==> src/rtl/jspg_pkg.sv <==
// Package for the JSON structure prescan guard.
// Holds the payload structs, verdict codes, register indexes and fixed field widths.
// No dependencies.
package jspg_pkg;

  localparam int unsigned ByteW     = 8;
  localparam int unsigned BodyLenW  = 26;
  localparam int unsigned BudgetW   = 24;
  localparam int unsigned DepthW    = 10;
  localparam int unsigned CfgDataW  = 26;
  localparam int unsigned CfgIdxW   = 2;
  localparam int unsigned DeepW     = 16;
  localparam int unsigned TokenW    = 25;
  localparam int unsigned ByteCntW  = 27;

  localparam logic [BodyLenW-1:0] MaxBodyLenRst = 26'd8388608;
  localparam logic [BudgetW-1:0]  TokenBudgetRst = 24'd1048576;
  localparam logic [DepthW-1:0]   DepthLimitRst  = 10'd64;

  // Byte counter saturates at 2^26, token counter at all ones.
  localparam logic [ByteCntW-1:0] ByteSat  = 27'd67108864;
  localparam logic [TokenW-1:0]   TokenSat = '1;

  localparam logic [ByteW-1:0] ChQuote     = 8'h22;
  localparam logic [ByteW-1:0] ChBackslash = 8'h5C;
  localparam logic [ByteW-1:0] ChLBracket  = 8'h5B;
  localparam logic [ByteW-1:0] ChRBracket  = 8'h5D;
  localparam logic [ByteW-1:0] ChLBrace    = 8'h7B;
  localparam logic [ByteW-1:0] ChRBrace    = 8'h7D;
  localparam logic [ByteW-1:0] ChComma     = 8'h2C;

  typedef enum logic [CfgIdxW-1:0] {
    CFG_MAX_BODY_LEN = 2'd0,
    CFG_TOKEN_LIMIT  = 2'd1,
    CFG_DEPTH_LIMIT  = 2'd2
  } cfg_idx_e;

  typedef enum logic [1:0] {
    VERDICT_PASS      = 2'd0,
    VERDICT_TOO_LARGE = 2'd1,
    VERDICT_OVER_BUDGET = 2'd2,
    VERDICT_TOO_DEEP  = 2'd3
  } verdict_e;

  typedef struct packed {
    logic [ByteW-1:0] body_byte;
    logic             last_byte;
  } in_item_t;

  typedef struct packed {
    verdict_e              verdict;
    logic [DeepW-1:0]      deepest_seen;
    logic [TokenW-1:0]     token_total;
    logic [ByteCntW-1:0]   byte_total;
  } out_item_t;

endpackage

==> src/rtl/json_structure_prescan_guard.sv <==
// Top level of the JSON structure prescan guard.
// Depends on jspg_pkg for payload structs, verdict codes and register indexes.
//
// Usage: body bytes enter on the in channel (valid/ready), one per transfer,
// with last_byte set on the final byte of each body. Every byte updates the
// string/escape state, the nesting level and peak, and the structural token
// count in the same cycle it is transferred. Only the last byte of a body
// produces a result on the out channel: the verdict with the deepest level,
// token count and byte count; the scan state then clears for the next body.
// The result is registered and is valid in the cycle after the last byte's transfer.
// Throughput: one byte per cycle while in_ready_o is high, set by the state update.
// The result sits in an output register; while it waits, the input stays
// ready as long as the receiver takes it in the same cycle, so a stalled
// receiver holds off new bytes only while a result is pending.
// Reset clears the scan state and the output valid, and loads the register
// defaults: body length limit 8388608, token limit 1048576, depth limit 64.
// The configuration port writes a register at any edge with cfg_we_i high;
// writes to an unused index are dropped.
module json_structure_prescan_guard #(
  parameter int unsigned LEVEL_BITS = 16
) (
  input  logic                               clk_i,
  input  logic                               rst_ni,
  input  logic                               in_valid_i,
  output logic                               in_ready_o,
  input  jspg_pkg::in_item_t                 in_data_i,
  output logic                               out_valid_o,
  input  logic                               out_ready_i,
  output jspg_pkg::out_item_t                out_data_o,
  input  logic                               cfg_we_i,
  input  logic [jspg_pkg::CfgIdxW-1:0]       cfg_idx_i,
  input  logic [jspg_pkg::CfgDataW-1:0]      cfg_data_i
);

  localparam logic [LEVEL_BITS-1:0] LevelMax = '1;
  localparam int unsigned CmpW = (LEVEL_BITS > jspg_pkg::DeepW) ? LEVEL_BITS : jspg_pkg::DeepW;

  logic [jspg_pkg::BodyLenW-1:0] max_body_q;
  logic [jspg_pkg::BudgetW-1:0]  budget_q;
  logic [jspg_pkg::DepthW-1:0]   depth_lim_q;

  logic                           in_str_q, in_str_d;
  logic                           esc_q, esc_d;
  logic [LEVEL_BITS-1:0]          level_q, level_d;
  logic [LEVEL_BITS-1:0]          peak_q, peak_d;
  logic [jspg_pkg::TokenW-1:0]    tokens_q, tokens_d;
  logic                           over_q, over_d;
  logic [jspg_pkg::ByteCntW-1:0]  bytes_q, bytes_d;

  logic                           out_valid_q;
  jspg_pkg::out_item_t            out_data_q, out_data_d;

  logic                           in_xfer;
  logic                           is_open, is_close, is_comma;
  logic [CmpW-1:0]                peak_ext;
  jspg_pkg::verdict_e             verdict;

  assign in_ready_o = !out_valid_q || out_ready_i;
  assign in_xfer    = in_valid_i && in_ready_o;

  // Configuration registers.
  always_ff @(posedge clk_i or negedge rst_ni) begin
    if (!rst_ni) begin
      max_body_q  <= jspg_pkg::MaxBodyLenRst;
      budget_q    <= jspg_pkg::TokenBudgetRst;
      depth_lim_q <= jspg_pkg::DepthLimitRst;
    end else if (cfg_we_i) begin
      case (cfg_idx_i)
        jspg_pkg::CFG_MAX_BODY_LEN: max_body_q  <= cfg_data_i[jspg_pkg::BodyLenW-1:0];
        jspg_pkg::CFG_TOKEN_LIMIT:  budget_q    <= cfg_data_i[jspg_pkg::BudgetW-1:0];
        jspg_pkg::CFG_DEPTH_LIMIT:  depth_lim_q <= cfg_data_i[jspg_pkg::DepthW-1:0];
        default: ;
      endcase
    end
  end

  assign is_open  = (in_data_i.body_byte == jspg_pkg::ChLBracket) ||
                    (in_data_i.body_byte == jspg_pkg::ChLBrace);
  assign is_close = (in_data_i.body_byte == jspg_pkg::ChRBracket) ||
                    (in_data_i.body_byte == jspg_pkg::ChRBrace);
  assign is_comma = (in_data_i.body_byte == jspg_pkg::ChComma);

  // Scan update for one byte.
  always_comb begin
    in_str_d = in_str_q;
    esc_d    = esc_q;
    level_d  = level_q;
    peak_d   = peak_q;
    tokens_d = tokens_q;
    over_d   = over_q;
    bytes_d  = (bytes_q < jspg_pkg::ByteSat) ? bytes_q + 1'b1 : bytes_q;

    if (!over_q) begin
      if (in_str_q) begin
        if (esc_q) begin
          esc_d = 1'b0;
        end else if (in_data_i.body_byte == jspg_pkg::ChBackslash) begin
          esc_d = 1'b1;
        end else if (in_data_i.body_byte == jspg_pkg::ChQuote) begin
          in_str_d = 1'b0;
        end
      end else begin
        if (in_data_i.body_byte == jspg_pkg::ChQuote) begin
          in_str_d = 1'b1;
        end else if (is_open) begin
          if (level_q != LevelMax) begin
            level_d = level_q + 1'b1;
          end
          if (level_d > peak_q) begin
            peak_d = level_d;
          end
        end else if (is_close) begin
          if (level_q != '0) begin
            level_d = level_q - 1'b1;
          end
        end
        if ((is_open || is_close || is_comma) && (tokens_q != jspg_pkg::TokenSat)) begin
          tokens_d = tokens_q + 1'b1;
        end
        // The budget check runs on every byte scanned outside a string.
        if (tokens_d > jspg_pkg::TokenW'(budget_q)) begin
          over_d = 1'b1;
        end
      end
    end
  end

  assign peak_ext = CmpW'(peak_d);

  always_comb begin
    if (bytes_d > jspg_pkg::ByteCntW'(max_body_q)) begin
      verdict = jspg_pkg::VERDICT_TOO_LARGE;
    end else if (over_d) begin
      verdict = jspg_pkg::VERDICT_OVER_BUDGET;
    end else if (peak_ext > CmpW'(depth_lim_q)) begin
      verdict = jspg_pkg::VERDICT_TOO_DEEP;
    end else begin
      verdict = jspg_pkg::VERDICT_PASS;
    end
    out_data_d.verdict      = verdict;
    out_data_d.deepest_seen = (peak_ext > CmpW'({jspg_pkg::DeepW{1'b1}})) ?
                              {jspg_pkg::DeepW{1'b1}} : peak_ext[jspg_pkg::DeepW-1:0];
    out_data_d.token_total  = tokens_d;
    out_data_d.byte_total   = bytes_d;
  end

  always_ff @(posedge clk_i or negedge rst_ni) begin
    if (!rst_ni) begin
      in_str_q <= 1'b0;
      esc_q    <= 1'b0;
      level_q  <= '0;
      peak_q   <= '0;
      tokens_q <= '0;
      over_q   <= 1'b0;
      bytes_q  <= '0;
    end else if (in_xfer) begin
      if (in_data_i.last_byte) begin
        in_str_q <= 1'b0;
        esc_q    <= 1'b0;
        level_q  <= '0;
        peak_q   <= '0;
        tokens_q <= '0;
        over_q   <= 1'b0;
        bytes_q  <= '0;
      end else begin
        in_str_q <= in_str_d;
        esc_q    <= esc_d;
        level_q  <= level_d;
        peak_q   <= peak_d;
        tokens_q <= tokens_d;
        over_q   <= over_d;
        bytes_q  <= bytes_d;
      end
    end
  end

  always_ff @(posedge clk_i or negedge rst_ni) begin
    if (!rst_ni) begin
      out_valid_q <= 1'b0;
    end else if (in_xfer && in_data_i.last_byte) begin
      out_valid_q <= 1'b1;
    end else if (out_ready_i) begin
      out_valid_q <= 1'b0;
    end
  end

  always_ff @(posedge clk_i) begin
    if (in_xfer && in_data_i.last_byte) begin
      out_data_q <= out_data_d;
    end
  end

  assign out_valid_o = out_valid_q;
  assign out_data_o  = out_data_q;

endmodule

==> config.mk <==
export PLATFORM = sky130hd
export DESIGN_NAME = json_structure_prescan_guard
export DESIGN_NICKNAME = d
export VERILOG_FILES = /design/src/rtl/jspg_pkg.sv /design/src/rtl/json_structure_prescan_guard.sv
export SDC_FILE = /design/constraint.sdc
export NUM_CORES = 1
export LEC_CHECK = 0
export BUFFER_PORTS_ARGS = -buffer_cell sky130_fd_sc_hd__buf_4
export CAP_MARGIN = 20
export CORE_MARGIN = 4
export CORE_UTILIZATION = 50
export CTS_BUF_LIST = sky130_fd_sc_hd__clkbuf_8
export CTS_CLUSTER_DIAMETER = 60
export DETAILED_ROUTE_END_ITERATION = 16
export HOLD_SLACK_MARGIN = 0.15
export PLACE_DENSITY = 0.72
export SYNTH_ARGS = -nofsm -noshare
export SYNTH_HDL_FRONTEND = slang
export SYNTH_SLANG_ARGS = --single-unit
==> constraint.sdc <==
create_clock -name clk_i -period 4.66 [get_ports clk_i]
set_input_delay 0.466 -clock clk_i [delete_from_list [all_inputs] [get_ports clk_i]]
set_output_delay 0.466 -clock clk_i [all_outputs]
set_load 0.05 [all_outputs]
==> impl_metrics.tcl <==
set metrics [dict create \
    status "finished with violations" \
    violations "negative setup slack" \
    regArea_mm2 0.005809 \
    clk_path_buf_depth 3 \
    ys_ff_latch 218 \
    tightestPinTransition_ns 1.036 \
    ys_async_sr_fraction_pct 67.89 \
    vias 10350 \
    crit_type "reg2reg" \
    seq_area_frac_synth_pct 46.46 \
    setup_viol 1 \
    yosysWarnings 0 \
    cts.sinks 218 \
    netlist_instances 1258 \
    die_x_um 166.1 \
    cts_root_buf "clkbuf_8" \
    synth.largest_area_cell "dfrtp_1" \
    worstPathRequired_ns 4.94 \
    slew_headroom_pct 30.73 \
    num_rows 57 \
    antenna_left 0 \
    dieArea_mm2 0.02760 \
    gp_congestion 0.9394 \
    cap_viol_max_count 0 \
    synth_area_per_cell_um2 9.939 \
    portBuffers 113 \
    p_leak_nw 6.936 \
    vias_per_cell 5.753 \
    dp_cells 1698 \
    drc_errors 0 \
    crit_fanout 5 \
    peakVddDrop_uv 231.3 \
    clock.fmax_mhz 211.5 \
    yosys.cell_types.count 79 \
    coreArea_mm2 0.02446 \
    first_pass_iters 5 \
    ys.flop_type "dfrtp_1" \
    final.min_clock_period_ns 4.727 \
    wl_per_cell_um 18.88 \
    multi_input_area_mm2 0.006322 \
    dieHeight_um 166.1 \
    rsz0062_at_grt "true" \
    hold_slack_ns 0.1891 \
    yosys.cell_count.top_type "dfrtp_1" \
    synthTopCellsByArea "dfrtp_1 29%, edfxtp_1 17%, ha_1 8.1%" \
    num_antenna_cells 0 \
    post_dp_cell_area_mm2 0.01404 \
    grt_pass1_vias 10230 \
    stdcell_area_mm2 0.01532 \
    period_share_pct 101.4 \
    fin_util_pct 62.62 \
    fin_skew_ns 0.01452 \
    hold_violations 0 \
    start_util_pct 51.11 \
    nets 1568 \
    cts_htree_levels 2 \
    place_hpwl_um 23250 \
    grt_first_pass_wirelength_um 54630 \
    slew_violations 0 \
    finalNonFillerCells 1799 \
    syn_nets 1381 \
    syn_to_final_growth_pct 22.51 \
    end_kind "register" \
    grt_max_degree 73 \
    grt_overflow_total 0 \
    cts_tree "done" \
    arrival_ns 5.01 \
    grt_antenna_before_repair 0 \
    cts_buffers 38 \
    hp-class "in2reg" \
    grt.total_usage_pct 24.14 \
    powerDensity_mw_per_mm2 302.0 \
    clkTransAtPathRegs_ns 0.06 \
    drive_above_1_share_pct 23.73 \
    first_iter_violations 681 \
    synth-edff-count 70 \
    fill_cells 2060 \
    post-route-worst-setup-slack_ns -0.06737 \
    clk_latency_ns 0.53 \
    wirelength_um 33970 \
    pin_count 114 \
    synth_top_area_share_pct 29.02 \
    cp-start-kind "register" \
    syn_area_mm2 0.01250 \
    synth_common_cells "145 x dfrtp_1, 138 x nand2_1, 124 x o21ai_0" \
]
layer usage:
layer | track usage, % | vias to the layer above | wire length, um
li1 | - | 4920 | -
met1 | 32.95 | 5001 | 14950
met2 | 39.45 | 337 | 15980
met3 | 3.737 | 92 | 1900
met4 | 8.501 | 0 | 1143
met5 | 0 | - | 0
metrics by stage:
stage          setup TNS [ns]  power, mW  setup slack [ns]
4_1_cts             -0.007039      4.661         -0.007039
5_1_grt               -0.3809      4.856           -0.2268
6_report             -0.06737      4.626          -0.06737
3_3_place_gp          -0.1499      2.834           -0.1302
3_5_place_dp          -0.4296      2.859           -0.2508
2_1_floorplan               0      2.617           0.04015
critical path: stages (launching register included):
cell and delay [ns]:
dfrtp_1 0.35, ha_2 0.18, buf_4 0.11, nand2_1 0.09, buf_4 0.17, nor2_1 0.21, a41oi_1 0.15, a21oi_1 0.24
ha_1 0.27, and3_1 0.16, nand4_1 0.12, buf_6 0.15, o31ai_4 0.11, o32ai_4 0.46, buf_4 0.19, mux2_2 0.37
ha_4 0.28, and4_4 0.23, o2bb2ai_2 0.12, a31oi_2 0.07, a211o_1 0.25, o21a_1 0.18
power by group:
group / switching, mW / total [mW] / internal (mW)
Sequential: 0.0563 / 2.17 / 2.11
Clock: 0.811 / 1.76 / 0.952
Combinational: 0.438 / 0.697 / 0.259
layout by cell type (no fill, tap or decap), types with 11 or more instances in the layout:
cell type,n
nor2_1,47
nor2b_1,11
dfrtp_1,145
inv_1,94
o21ai_0,117
and3_1,20
dlygate4sd3_1,13
o31ai_1,29
a21o_1,12
buf_4,201
nand2_1,138
xnor2_1,56
a22o_1,25
nand3_1,38
edfxtp_1,70
a31oi_1,11
mux2_2,44
nand4_1,23
a21oi_1,38
nor4_1,14
ha_1,78
clkbuf_8,42
nor3_1,26
xor2_1,25
final cells by class:
cell class	instances	area share, %
multi-input cells	882	41.28
flip-flops and latches	218	37.93
repair buffers	219	11.07
clock buffers	42	3.774
well taps	324	2.647
inverters	86	2.108
clock inverters	28	1.201
worst paths after layout:
check / start / end / slack (ns) / depth (start not counted)
worst max-delay path: level_q[0] / out_data_o[69] / -0.07 / 21
worst min-delay path: cfg_data_i[1] / max_body_q[1] / 0.19 / 3
worst max register to register: level_q[0] / out_data_o[69] / -0.07 / 21
worst min register to register: budget_q[10] / budget_q[10] / 0.51 / 1
max in group asynchronous: rst_ni / budget_q[3] / 3.02 / 3
min in group asynchronous: rst_ni / tokens_q[19] / 0.55 / 2
state kept, by name, indices dropped and copies added (netlist names):
signal	flops
bytes_q	27
out_data_o	70
budget_q	24
level_q	16
in_str_q	1
tokens_q	25
esc_q	1
max_body_q	26
depth_lim_q	10
over_q	1
out_valid_o	1
peak_q	16
cell families (layout without fill, tap and decap cells):
family                     Yosys count  count (layout)  share of synthesized area, %
and+or+nand+nor                    371             371                         15.03
muxes                               45              45                         4.043
adders and majority gates           81              81                         8.106
buffers and inverters              159             375                         5.033
AOI/OAI and AO/OA                  302             303                         15.58
xor gates and xnor gates            82              82                         5.744
DFF                                218             218                         46.46
timing repair:
action                     CTS  global route
setup endpoints to repair    2             2
pin swaps                   15            14
cloned                       1             0
resized for setup           24            21
hold endpoints to repair    83             0
setup buffers               10             7
hold buffers                13             0
Note: power is estimated with default switching activity, not from simulation.
